File: src/hdl/assert_macros.svh
// Assertion macros shared by the contour overlap run RTL.
`ifndef ASSERT_MACROS_SVH
`define ASSERT_MACROS_SVH

// Fires when cond holds at a clock edge outside reset.
`define ASSERT_NEVER(name, clk, rst, cond) \
   name: assert property (@(posedge clk) disable iff (rst) !(cond)) \
      else $error("assertion failed: forbidden condition seen");

// Fires when pre holds at one edge and post does not hold at the next.
`define ASSERT_NEXT(name, clk, rst, pre, post) \
   name: assert property (@(posedge clk) disable iff (rst) (pre) |=> (post)) \
      else $error("assertion failed: expected follow-up missing");

`endif

File: src/hdl/tcor_pkg.sv
// Package with the types and constants of the contour overlap run block.
`timescale 1ns / 1ps

package tcor_pkg;

   // Configuration register indexes.
   localparam logic [1:0] CSR_PERP_LIMIT_SQ = 2'd0;
   localparam logic [1:0] CSR_NORMAL_LIMIT  = 2'd1;

   localparam int CSR_INDEX_W = 2;
   localparam int CSR_DATA_W  = 34;

   localparam int FRAME_LIMIT_DEFAULT = 4096;

   // Queue between the classifier and the run tracker.
   localparam int QUEUE_DEPTH = 8;
   localparam int QUEUE_PTR_W = $clog2(QUEUE_DEPTH);
   localparam int QUEUE_CNT_W = $clog2(QUEUE_DEPTH + 1);

   typedef logic [QUEUE_PTR_W-1:0] tcor_ptr_type;
   typedef logic [QUEUE_CNT_W-1:0] tcor_count_type;

   localparam tcor_count_type QUEUE_FULL_COUNT = QUEUE_CNT_W'(QUEUE_DEPTH);
   localparam tcor_ptr_type   QUEUE_LAST_PTR   = QUEUE_PTR_W'(QUEUE_DEPTH - 1);

   // One input word as the front end receives it.
   typedef struct packed {
      logic signed [15:0] contour_x;
      logic signed [15:0] contour_y;
      logic signed [15:0] normal_x;
      logic signed [15:0] normal_y;
      logic signed [15:0] track_x;
      logic signed [15:0] track_y;
      logic        [11:0] frame_index;
      logic               last;
   } tcor_item_type;

   // Match thresholds from the configuration registers.
   typedef struct packed {
      logic [33:0] perp_limit_sq;
      logic [15:0] normal_limit;
   } tcor_limits_type;

   // Classified frame handed from the front end to the back end.
   typedef struct packed {
      logic        match;
      logic [11:0] frame;
      logic        last;
   } tcor_word_type;

endpackage

File: src/hdl/tcor_queue.sv
// Short queue of classified frames between the front end and the back end.
`timescale 1ns / 1ps
`include "assert_macros.svh"

module tcor_queue (
   input  logic                    clock,
   input  logic                    reset,
   input  logic                    push,
   input  tcor_pkg::tcor_word_type push_word,
   input  logic                    pop,
   output logic                    empty,
   output tcor_pkg::tcor_word_type head_word
);

   tcor_pkg::tcor_word_type  mem_ff [tcor_pkg::QUEUE_DEPTH];
   tcor_pkg::tcor_ptr_type   wr_ptr_ff, wr_ptr_in;
   tcor_pkg::tcor_ptr_type   rd_ptr_ff, rd_ptr_in;
   tcor_pkg::tcor_count_type count_ff, count_in;

   assign empty     = (count_ff == '0);
   assign head_word = mem_ff[rd_ptr_ff];

   always_comb begin
      wr_ptr_in = wr_ptr_ff;
      rd_ptr_in = rd_ptr_ff;
      count_in  = count_ff;
      if (push) begin
         wr_ptr_in = (wr_ptr_ff == tcor_pkg::QUEUE_LAST_PTR) ? '0 : wr_ptr_ff + 1'b1;
      end
      if (pop) begin
         rd_ptr_in = (rd_ptr_ff == tcor_pkg::QUEUE_LAST_PTR) ? '0 : rd_ptr_ff + 1'b1;
      end
      if (push && !pop) begin
         count_in = count_ff + 1'b1;
      end else if (pop && !push) begin
         count_in = count_ff - 1'b1;
      end
   end

   always_ff @(posedge clock) begin
      if (reset) begin
         wr_ptr_ff <= '0;
         rd_ptr_ff <= '0;
         count_ff  <= '0;
      end else begin
         wr_ptr_ff <= wr_ptr_in;
         rd_ptr_ff <= rd_ptr_in;
         count_ff  <= count_in;
      end
   end

   always_ff @(posedge clock) begin
      if (push) begin
         mem_ff[wr_ptr_ff] <= push_word;
      end
   end

   // The input credit count must keep the queue from ever overflowing.
   `ASSERT_NEVER(a_queue_no_overflow, clock, reset, push && (count_ff == tcor_pkg::QUEUE_FULL_COUNT))
   `ASSERT_NEVER(a_queue_no_underflow, clock, reset, pop && (count_ff == '0))

endmodule

File: config.mk
export PLATFORM = sky130hd
export DESIGN_NAME = tcor_queue
export DESIGN_NICKNAME = d
export VERILOG_FILES = /design/src/hdl/tcor_pkg.sv /design/src/hdl/tcor_queue.sv
export VERILOG_INCLUDE_DIRS = /design/src /design/src/hdl
export SDC_FILE = /design/constraint.sdc
export NUM_CORES = 1
export LEC_CHECK = 0
export BUFFER_PORTS_ARGS = -buffer_cell sky130_fd_sc_hd__buf_2
export CAP_MARGIN = 5
export CORE_UTILIZATION = 55
export DETAILED_ROUTE_END_ITERATION = 10
export MAX_ROUTING_LAYER = met4
export PLACE_DENSITY = 0.8
export RECOVER_POWER = 100
export SLEW_MARGIN = 10
export SYNTH_ARGS = -nofsm -noshare
export SYNTH_HDL_FRONTEND = slang
export SYNTH_SLANG_ARGS = --single-unit
File: constraint.sdc
create_clock -name clock -period 2.5 [get_ports clock]
set_clock_uncertainty 0.1 [all_clocks]
set_input_delay 0.125 -clock clock [delete_from_list [all_inputs] [get_ports clock]]
set_output_delay 0.125 -clock clock [all_outputs]
set_load 0.05 [all_outputs]
==> flow_summary_export.csv <==
group,metric,value,unit
yosys,synth_largest_area_cell,"edfxtp_1",
finish,seq_area,0.00363,mm^2
route,wl_per_cell,20.7,um
setup_path,worstPathRequired,2280,ps
route,drt-total-wl,9.03,mm
floorplan,initial_utilization,56.5,%
yosys,synth_enable_flop_cells,112,
yosys,yosys.area.top_type_share,68.2,%
setup_path,crit_chain,"buf_4, mux4_1, mux2_2, clkbuf_2",
status,status,"completed",
power,power_density,867,mW/mm^2
clock_tree,cts_tree,"yes",
setup_path,critPathLaunchType,"flip-flop",
setup_path,worstSetupEndpointType,"output pin",
finish,num_antenna_cells,0,
route,final_antenna_net_count,0,
setup_path,max_stage_delay,540,ps
floorplan,ios,33,
yosys,synthesis.nets,261,
sta,final-setup-viol-count,0,
sta,worst_pin_slew,837,ps
grt,grt_overflow_total,0,
yosys,syn-cell-area,0.00493,mm^2
finish,synthToLayoutAreaGrowth,22.6,%
sta,maxSlewViolCount,0,
clock_tree,cts_buffer_depth,2,
yosys,syn_avg_cell_area,21.0,um^2
clock_tree,cts_buffers,17,
finish,nFillCells,540,
placement,dpl.hpwl,5.31,mm
grt,antenna_found_initial,0,
yosys,seq_area_frac_synth,73.5,%
setup_path,crit_arrival,2200,ps
route,drc_errors,0,
sta,fin_hold_ws,389,ps
clock_tree,cts.sinks,125,
placement,port_buffers,32,
sta,final.period_utilization,97.0,%
setup_path,crit_fanout,7,
finish,final_cells,437,
grt,grt_pass1_wl,14.0,mm
yosys,synth_cell_types,26,
yosys,synthTopCellsByArea,"edfxtp_1 68%, mux4_1 13%, dfxtp_1 5.3%",
hold_path,worstHoldPathType,"in -> reg",
finish,multi_input_area,0.00124,mm^2
power,fin_total_pwr,5.24,mW
sta,rsz0062_at_grt,"no",
floorplan,core-area,0.00872,mm^2
yosys,synthArstFlopShare,0,%
route,num_vias,2501,
sta,fin_crit,2420,ps
clock_tree,clkSlewWorstSetupHoldPaths,60,ps
floorplan,rows,34,
route,drt_iter0_drc,153,
setup_path,slowest_stage,"mux4_1",
finish,drive_gt1_share,21.0,%
placement,place_congestion,0.739,
clock_tree,clk_latency,510,ps
placement,place_inst,386,
sta,final_hold_viol_count,0,
grt,track_usage,21.7,%
sta,relSlewSlack,44.2,%
yosys,synth_common_cells,"112 x edfxtp_1, 25 x mux4_1, 21 x nor2_1",
yosys,synth-seq-cells,125,
power,irDropWorstVdd,0.000612,V
clock_tree,cts_root_buffer,"clkbuf_8",
yosys,synthCells,235,
setup_path,criticalPathCategory,"reg -> out",
grt,grt_pass1_vias,2603,
floorplan,die_area,0.00935,mm^2
yosys,ys.warnings.count,0,
sta,clock.fmax,412,MHz
finish,nets,342,
route,dr.pass1.iters,4,
clock_tree,h-tree-depth,4,
grt,grt_start_max_net_pins,19,
yosys,synthFlopType,"edfxtp_1",
flow_run,max-cap-violations,0,
sta,fin_tns_setup,0,ps
floorplan,die_h,96.7,um
power,p_leak,2.10,nW
route,vias_per_cell,5.72,
floorplan,die_x,96.7,um
yosys,post-synth-top-count-cell,"edfxtp_1",
-- per-layer routing --
layer	GRT usage, %	routed length (um)	up-vias	part of all wire [%]
li1	-	-	1135	-
met1	26.5	3740	1262	41
met2	34.5	4580	90	51
met3	6.65	574	14	6.4
met4	7.69	127	0	1.4
met5	-	0	-	0
-- worst max-delay path: cells and delay by family, from the launching register on --
family | cells | cell delay (ps)
multiplexers | 2 | 820
flip-flops | 1 | 430
buffers and inverters | 2 | 430
-- metrics by stage --
stage / cell area [um^2] / setup slack [ps] / util [%]
3_5_place_dp: 5340 / 432 / 61.2
6_report: 6050 / 75.0 / 69.3
2_1_floorplan: 4930 / 382 / -
4_1_cts: 6100 / 47.2 / 70.0
3_3_place_gp: 5340 / 458 / 61.2
5_1_grt: 6050 / 8.43 / 69.3
-- cell usage in the layout (no fill, tap or decap), drive strengths merged, types with 3 or more instances in the layout --
master	synthesis	final
a21oi	6	6
buf	6	16
bufinv	0	3
clkbuf	3	63
clkinv	0	3
dfxtp	13	13
dlygate4sd3	0	17
edfxtp	112	112
ha	7	7
inv	3	3
mux2	15	15
mux2i	3	3
mux4	28	28
nand2	4	4
nand2b	3	3
nor2	21	21
nor3	3	3
-- logic make-up (layout without fill, tap and decap cells) --
group | count (synthesis) | after routing | synth area share [%]
xor gates and xnor gates | 2 | 2 | 0.355
and+or+nand+nor | 34 | 34 | 2.94
muxes | 46 | 46 | 18.7
DFF | 125 | 125 | 73.5
adders and majority gates | 8 | 8 | 2.18
buffers and inverters | 12 | 106 | 1.42
AOI/OAI and AO/OA | 8 | 8 | 0.888
-- registers in the layout, summed over array words and instances (netlist names), named ones only --
| signal | count |
|---|---|
| count_ff | 4 |
| mem_ff | 112 |
| rd_ptr_ff | 3 |
| wr_ptr_ff | 3 |
-- cell type report --
class | count | share of cell area [%]
Clock buffer | 25 | 7.84
Timing Repair Buffer | 71 | 7.43
Inverter | 3 | 0.186
Multi-Input combinational cell | 98 | 20.5
Tap cell | 108 | 2.23
Sequential cell | 125 | 60.0
Clock inverter | 7 | 1.86
-- worst paths after layout --
path / start / cells past startpoint / to / slack [ps]
worst max-delay path: flip-flop / 4 / head_word[13] / 80
worst min-delay path: reset / 3 / count_ff[0]$_SDFFE_PP0P_ / 390
worst max register to register: wr_ptr_ff[2]$_SDFFE_PP0P_ / 3 / mem_ff[7][1]$_DFFE_PP_ / 400
worst min register to register: rd_ptr_ff[2]$_SDFFE_PP0P_ / 2 / flip-flop / 450
-- power by group --
group	switching [mW]	internal, mW	leakage, nW	total, mW
logic	0.288	0.186	0.690	0.474
clock network	0.810	1.59	0.286	2.40
registers	0.0323	2.34	1.12	2.37
-- timing repair --
action / CTS / global route
endpoints found under the setup margin: 13 / 1
gates cloned: 0 / 1
hold buffers: 17 / 0
resized for setup: 2 / 0
setup buffers: 0 / 1
hold endpoints to repair: 125 / 0
(Power assumes the default switching activity.)
