### src/hdl/assert_macros.svh
// Assertion macros shared by the contour overlap run RTL.
`ifndef ASSERT_MACROS_SVH
`define ASSERT_MACROS_SVH

// Fires when cond holds at a clock edge outside reset.
`define ASSERT_NEVER(name, clk, rst, cond) \
   name: assert property (@(posedge clk) disable iff (rst) !(cond)) \
      else $error("assertion failed: forbidden condition seen");

// Fires when pre holds at one edge and post does not hold at the next.
`define ASSERT_NEXT(name, clk, rst, pre, post) \
   name: assert property (@(posedge clk) disable iff (rst) (pre) |=> (post)) \
      else $error("assertion failed: expected follow-up missing");

`endif

### src/hdl/tcor_pkg.sv
// Package with the types and constants of the contour overlap run block.
`timescale 1ns / 1ps

package tcor_pkg;

   // Configuration register indexes.
   localparam logic [1:0] CSR_PERP_LIMIT_SQ = 2'd0;
   localparam logic [1:0] CSR_NORMAL_LIMIT  = 2'd1;

   localparam int CSR_INDEX_W = 2;
   localparam int CSR_DATA_W  = 34;

   localparam int FRAME_LIMIT_DEFAULT = 4096;

   // Queue between the classifier and the run tracker.
   localparam int QUEUE_DEPTH = 8;
   localparam int QUEUE_PTR_W = $clog2(QUEUE_DEPTH);
   localparam int QUEUE_CNT_W = $clog2(QUEUE_DEPTH + 1);

   typedef logic [QUEUE_PTR_W-1:0] tcor_ptr_type;
   typedef logic [QUEUE_CNT_W-1:0] tcor_count_type;

   localparam tcor_count_type QUEUE_FULL_COUNT = QUEUE_CNT_W'(QUEUE_DEPTH);
   localparam tcor_ptr_type   QUEUE_LAST_PTR   = QUEUE_PTR_W'(QUEUE_DEPTH - 1);

   // One input word as the front end receives it.
   typedef struct packed {
      logic signed [15:0] contour_x;
      logic signed [15:0] contour_y;
      logic signed [15:0] normal_x;
      logic signed [15:0] normal_y;
      logic signed [15:0] track_x;
      logic signed [15:0] track_y;
      logic        [11:0] frame_index;
      logic               last;
   } tcor_item_type;

   // Match thresholds from the configuration registers.
   typedef struct packed {
      logic [33:0] perp_limit_sq;
      logic [15:0] normal_limit;
   } tcor_limits_type;

   // Classified frame handed from the front end to the back end.
   typedef struct packed {
      logic        match;
      logic [11:0] frame;
      logic        last;
   } tcor_word_type;

endpackage

### src/hdl/tcor_back.sv
// Back end: current and best run tracking and the result register.
`timescale 1ns / 1ps
`include "assert_macros.svh"

module tcor_back #(
   parameter int FRAME_LIMIT = tcor_pkg::FRAME_LIMIT_DEFAULT
) (
   input  logic                    clock,
   input  logic                    reset,
   input  logic                    head_empty,
   input  tcor_pkg::tcor_word_type head_word,
   output logic                    take,
   output logic                    rsp_empty,
   input  logic                    rsp_pop,
   output logic [12:0]             rsp_run_length,
   output logic [11:0]             rsp_run_begin,
   output logic [11:0]             rsp_run_end
);

   localparam int LEN_W = $clog2(FRAME_LIMIT + 1);
   localparam logic [LEN_W-1:0] LEN_LIMIT = LEN_W'(FRAME_LIMIT);
   localparam logic [LEN_W-1:0] LEN_ONE   = LEN_W'(1);

   logic [LEN_W-1:0] cur_len_ff, cur_len_in;
   logic [11:0]      cur_beg_ff, cur_beg_in;
   logic [11:0]      cur_end_ff, cur_end_in;
   logic [LEN_W-1:0] best_len_ff, best_len_in;
   logic [11:0]      best_beg_ff, best_beg_in;
   logic [11:0]      best_end_ff, best_end_in;
   logic             out_valid_ff, out_valid_in;
   logic [12:0]      out_len_ff, out_len_in;
   logic [11:0]      out_beg_ff, out_beg_in;
   logic [11:0]      out_end_ff, out_end_in;

   // Run state after the head frame, and the best run once it is closed.
   logic [LEN_W-1:0] c_len, b_len, f_len;
   logic [11:0]      c_beg, c_end, b_beg, b_end, f_beg, f_end;
   logic [LEN_W+12:0] f_len_ext;

   // A last frame needs the result register free; other frames always go.
   assign take = !head_empty && (!head_word.last || !out_valid_ff || rsp_pop);

   always_comb begin
      c_len = cur_len_ff;
      c_beg = cur_beg_ff;
      c_end = cur_end_ff;
      b_len = best_len_ff;
      b_beg = best_beg_ff;
      b_end = best_end_ff;
      if (head_word.match) begin
         if (c_len == '0) begin
            c_beg = head_word.frame;
         end
         if (c_len < LEN_LIMIT) begin
            c_len = c_len + 1'b1;
         end
         c_end = head_word.frame;
      end else begin
         if (c_len > b_len) begin
            b_len = c_len;
            b_beg = c_beg;
            b_end = c_end;
         end
         c_len = '0;
      end
      // A later run wins only when strictly longer.
      f_len = b_len;
      f_beg = b_beg;
      f_end = b_end;
      if (c_len > b_len) begin
         f_len = c_len;
         f_beg = c_beg;
         f_end = c_end;
      end
   end

   assign f_len_ext = {{13{1'b0}}, f_len};

   always_comb begin
      cur_len_in   = cur_len_ff;
      cur_beg_in   = cur_beg_ff;
      cur_end_in   = cur_end_ff;
      best_len_in  = best_len_ff;
      best_beg_in  = best_beg_ff;
      best_end_in  = best_end_ff;
      out_valid_in = out_valid_ff && !rsp_pop;
      out_len_in   = out_len_ff;
      out_beg_in   = out_beg_ff;
      out_end_in   = out_end_ff;
      if (take) begin
         if (head_word.last) begin
            cur_len_in   = '0;
            cur_beg_in   = '0;
            cur_end_in   = '0;
            best_len_in  = '0;
            best_beg_in  = '0;
            best_end_in  = '0;
            out_valid_in = 1'b1;
            if (f_len > LEN_ONE) begin
               out_len_in = f_len_ext[12:0];
               out_beg_in = f_beg;
               out_end_in = f_end;
            end else begin
               out_len_in = '0;
               out_beg_in = '0;
               out_end_in = '0;
            end
         end else begin
            cur_len_in  = c_len;
            cur_beg_in  = c_beg;
            cur_end_in  = c_end;
            best_len_in = b_len;
            best_beg_in = b_beg;
            best_end_in = b_end;
         end
      end
   end

   always_ff @(posedge clock) begin
      if (reset) begin
         cur_len_ff   <= '0;
         cur_beg_ff   <= '0;
         cur_end_ff   <= '0;
         best_len_ff  <= '0;
         best_beg_ff  <= '0;
         best_end_ff  <= '0;
         out_valid_ff <= 1'b0;
      end else begin
         cur_len_ff   <= cur_len_in;
         cur_beg_ff   <= cur_beg_in;
         cur_end_ff   <= cur_end_in;
         best_len_ff  <= best_len_in;
         best_beg_ff  <= best_beg_in;
         best_end_ff  <= best_end_in;
         out_valid_ff <= out_valid_in;
      end
   end

   always_ff @(posedge clock) begin
      out_len_ff <= out_len_in;
      out_beg_ff <= out_beg_in;
      out_end_ff <= out_end_in;
   end

   assign rsp_empty      = !out_valid_ff;
   assign rsp_run_length = out_len_ff;
   assign rsp_run_begin  = out_beg_ff;
   assign rsp_run_end    = out_end_ff;

   `ASSERT_NEVER(a_len_saturates, clock, reset, (cur_len_ff > LEN_LIMIT) || (best_len_ff > LEN_LIMIT))
   `ASSERT_NEXT(a_clear_after_last, clock, reset, take && head_word.last, (cur_len_ff == '0) && (best_len_ff == '0) && out_valid_ff)

endmodule

### config.mk
export PLATFORM = sky130hd
export DESIGN_NAME = tcor_back
export DESIGN_NICKNAME = d
export VERILOG_FILES = /design/src/hdl/tcor_pkg.sv /design/src/hdl/tcor_back.sv
export VERILOG_INCLUDE_DIRS = /design/src /design/src/hdl
export SDC_FILE = /design/constraint.sdc
export NUM_CORES = 1
export LEC_CHECK = 0
export BUFFER_PORTS_ARGS = -buffer_cell sky130_fd_sc_hd__buf_2
export CORE_ASPECT_RATIO = 0.7
export CORE_MARGIN = 8
export CORE_UTILIZATION = 30
export CTS_BUF_LIST = sky130_fd_sc_hd__clkbuf_2 sky130_fd_sc_hd__clkbuf_4 sky130_fd_sc_hd__clkbuf_8
export CTS_CLUSTER_DIAMETER = 80
export DETAILED_ROUTE_END_ITERATION = 12
export GPL_TIMING_DRIVEN = 0
export HOLD_SLACK_MARGIN = 0.05
export PLACE_DENSITY = 0.46
export REMOVE_ABC_BUFFERS = 1
export SKIP_LAST_GASP = 1
export SLEW_MARGIN = 10
export SYNTH_ARGS = -nofsm -noshare
export SYNTH_HDL_FRONTEND = slang
export SYNTH_SLANG_ARGS = --single-unit
### constraint.sdc
create_clock -name clock -period 4.55 [get_ports clock]
set_input_delay 0.6825 -clock clock [delete_from_list [all_inputs] [get_ports clock]]
set_output_delay 0.6825 -clock clock [all_outputs]
set_load 0.02 [all_outputs]
==> run summary <==
The flow ran to the end, but the final reports show violations. The checks that failed: setup timing. The total via count in the routed design is 5560. TritonCTS built the clock tree.

Launch instance of the worst register-to-register path: best_len_ff[9]. The slew of the pin with the lowest slew margin was 1100 ps. Count of flip-flops with a built-in enable after synthesis: 37. The total overflow left after global routing is 0.

Along the worst path, the maximum fanout reaches 8. The detailed router finished its first iteration with 570 violations. Register bit total from synthesis: 112. In the synthesized netlist the dominant register cell turns out to be sky130_fd_sc_hd__dfxtp_1. For this run, the number of standard cells in the final layout without fillers is 1010. The count of final hold-check violations is 0, and the worst clock skew is 13.1 ps. The largest net degree at the start of global routing was 76; the amount of wire on met3 after detailed routing was 1340 µm. 57 I/O pins were placed.

After detailed routing, the average wire length per cell comes to 20.5 µm. Final critical-path setup slack: -325 ps. The relative slew slack is 26.9%, and the share of synthesized registers carrying an async set or reset is 0%. For the CTS sink count, the log shows 112. Buffers inserted to repair hold after CTS numbered 0. Compared with the post-synthesis result, the final layout area differs by 38.9%. For the number of global-route vias before repair, the log shows 5538.

The top cell type's share of synthesized area was 25.7%. The share of cells above drive strength 1 was 38.3%. Synthesis produced 623 cells.

For the number of cell rows, the log shows 42. Clock transition at the registers of the reported paths: 110 ps. In this run the vertical extent of the chip is 133 µm. In this run the standard cell core region covers 0.0190 mm². For the worst setup path, the data arrival time is 5030 ps. Subtracting the final worst setup slack from the clock period gives 4880 ps. The total number of nets in the final design was 787. The hold path startpoint is best_beg_ff[3]. For the overall die area, the log shows 0.0243 mm².

Summing every instance area after synthesis gives 0.00585 mm². Sorting the synthesized cells by area gives the leading types as sky130_fd_sc_hd__dfxtp_1 26%, sky130_fd_sc_hd__edfxtp_1 19%, sky130_fd_sc_hd__a22oi_1 8.1%. In the final routing, the length of wire on met1 measures 10100 µm.

The count of nets left with antenna violations once routing finished came out at 0. For the reg-to-reg setup timing slack, the log shows -330 ps. Setup repair after global routing could not meet its margin everywhere. STA classifies the critical path startpoint as a flip-flop. The Yosys step of the flow raised 0 warnings. The total CTS buffers is 9. Summed over all layers, the routed wires come to 20700 µm. The logs give 16.7% for the overall fraction of global-route tracks in use and 25 for the final number of setup-violating endpoints.

The clock passes through at most 2 buffers. The first global-routing pass estimated 31700 µm of wire. Across the run, the number of max-cap violations was 0. The worst setup path is of the flip-flop to flip-flop kind. The depth of the worst register-to-register path was 18; the effective utilization at floorplan was 30.7%. The estimated wirelength of the detail-placed design is 12200 µm, and the global placer's final weighted congestion is 0.833. The tools report the static leakage as 3.01 nW.

The library cell used most frequently in the layout, excluding fill and tap cells, is sky130_fd_sc_hd__nor2_1. At the later pin of the worst-skew pair, clock insertion delay measures 420 ps. After detailed routing, the number of remaining DRC violations is 0.

During placement, the flow inserted port buffers numbering 56. The worst hold path passes through 2 cells. The worst setup path is captured at a flip-flop.

The pre-antenna-repair detailed-routing pass consisted of 5 iterations. The largest total area in the synthesized netlist belongs to sky130_fd_sc_hd__dfxtp_1. For the required time at the endpoint of the critical path, the log shows 4710 ps. The number of placed instances, taps included was 911; the vias per cell was 5.50.

The path class of the tightest hold or removal check is flip-flop to flip-flop. Clock tree synthesis selected as its root buffer the cell sky130_fd_sc_hd__clkbuf_8. The highest metal layer carrying signal wires in the routed design is met4.

In the layout the commonest cells are 97 x sky130_fd_sc_hd__nor2_1, 70 x sky130_fd_sc_hd__buf_4, 62 x sky130_fd_sc_hd__a22oi_1, 55 x sky130_fd_sc_hd__buf_2, 52 x sky130_fd_sc_hd__dfxtp_1. Traced cell by cell, the critical path runs through inv_2 -> ha_4 -> nand4_1 -> nor3_2 -> o31ai_4 -> a21oi_4 -> a21oi_2 -> ha_1 -> nand4_1 -> or4_4 -> o31a_1 -> buf_6 -> a211oi_4 -> o221ai_4 -> nor4_4 -> buf_6 -> buf_4 -> a31oi_4. Among all stages on the critical path, the largest delay is contributed by sky130_fd_sc_hd__or4_4. Dividing the final minimum period by the clock period gives 107%.

After synthesis, flip-flops and latches occupy 44.7% of the total area. The die outline width was 183 µm. OpenSTA, run right after detailed placement, puts the worst setup slack at -1650 ps. The max-slew violation count is 0, and the biggest cell delay along the critical path is 660 ps. The post-synthesis area per instance was 9.39 µm²; the met2 wire length was 8870 µm.

The count of distinct cell types in the synthesized netlist is 64. The tools report the capturing point of the worst reg2reg path as rsp_run_begin[5]. The highest attainable clock frequency was 205 MHz.

The clock tree synthesis step divided the H-tree into 3 levels. The initial antenna violation count is 0. The worst hold path terminates at best_beg_ff[3]. The worst-case IR drop observed on VDD is 0.137 mV. Dividing total power by cell area gives a power density of 254 mW/mm².

The repair_antennas step left the layout with diodes totalling 0.
## worst max-delay path by stage
stage / endpoint / cells after the start / start / slack (ps)
after floorplan: rsp_run_begin[0] / 15 / cur_len_ff[3] / -1220
after global placement: rsp_run_end[6] / 14 / head_word[13] / -3860
after detailed placement: rsp_run_end[6] / 15 / head_word[13] / -1650
after CTS: rsp_run_begin[6] / 18 / best_len_ff[7] / -70
after global routing: rsp_run_begin[5] / 18 / best_len_ff[9] / -480
final: rsp_run_begin[5] / 18 / best_len_ff[9] / -330
## cells by family (layout without fill, tap and decap cells)
| kind of cell | count (synthesis) | count (layout) | synth area share (%) |
|---|---|---|---|
| xor+xnor | 8 | 8 | 1.20 |
| compound gates | 198 | 200 | 24.4 |
| buf+inv | 68 | 188 | 5.31 |
| fa+ha+maj | 28 | 28 | 5.99 |
| simple gates | 201 | 202 | 16.8 |
| mux | 8 | 8 | 1.58 |
| flops | 112 | 112 | 44.7 |
## cell type report
class / count / area (µm²)
fillers: 1841 / 10900
clock buffers: 9 / 124
clock inverters: 7 / 65.1
flip-flops and latches: 112 / 2660
well taps: 264 / 330
multi-input cells: 446 / 3640
inverters: 23 / 91.3
repair buffers: 149 / 1210
## repair_timing
action	in CTS	in global routing
resized for setup	109	37
endpoints found under the setup margin	35	25
cloned	6	1
buffers inserted	60	18
pin swaps	36	21
## sequential cells by signal, indices dropped and copies added (netlist names)
register	count
best_len_ff	13
cur_len_ff	13
rsp_run_length	13
best_beg_ff	12
best_end_ff	12
cur_beg_ff	12
cur_end_ff	12
rsp_run_begin	12
rsp_run_end	12
out_valid_ff	1
## metrics by stage
step / hold slack, ps / power [mW] / TNS, ps / utilization [%] / instance area (µm²)
2_1_floorplan: 465 / 1.22 / -33350 / - / 5620
3_3_place_gp: 479 / 1.32 / -124760 / 32.8 / 6230
3_5_place_dp: 490 / 1.36 / -42910 / 34.0 / 6460
4_1_cts: 521 / 2.06 / -959 / 40.7 / 7740
5_1_grt: 541 / 2.16 / -11060 / 42.7 / 8120
6_report: 515 / 2.07 / -7580 / 42.7 / 8120
## routing by layer
metal,GRT usage [%],vias up
met1,23.4,2757
met2,24.3,200
met4,6.22,0
met3,4.07,32
li1,-,2571
met5,0,-
## worst max-delay path: cells and delay by family, from the launching register on
kind	cells	cell delay [ps]
AO/OA/AOI/OAI	7	1470
adder cells (fa/ha/maj)	2	580
buffers and inverters	4	570
flip-flops	1	370
AND/OR/NAND/NOR	5	1630
## synthesized netlist by cell type (all sizes together), types with 12 or more instances
master,number
nor2,102
a22oi,63
clkbuf,29
a31oi,26
dfxtp,75
a221oi,13
inv,23
nand2,22
nor3,16
a22o,12
ha,28
nor2b,23
buf,16
a21oi,42
edfxtp,37
## power by group
part | leakage [nW] | internal, mW | switching [mW] | total, mW
clock | 0.0925 | 0.211 | 0.396 | 0.607
sequential | 0.978 | 1.05 | 0.00828 | 1.06
combinational | 1.94 | 0.153 | 0.247 | 0.400
(Power assumes the default switching activity.)
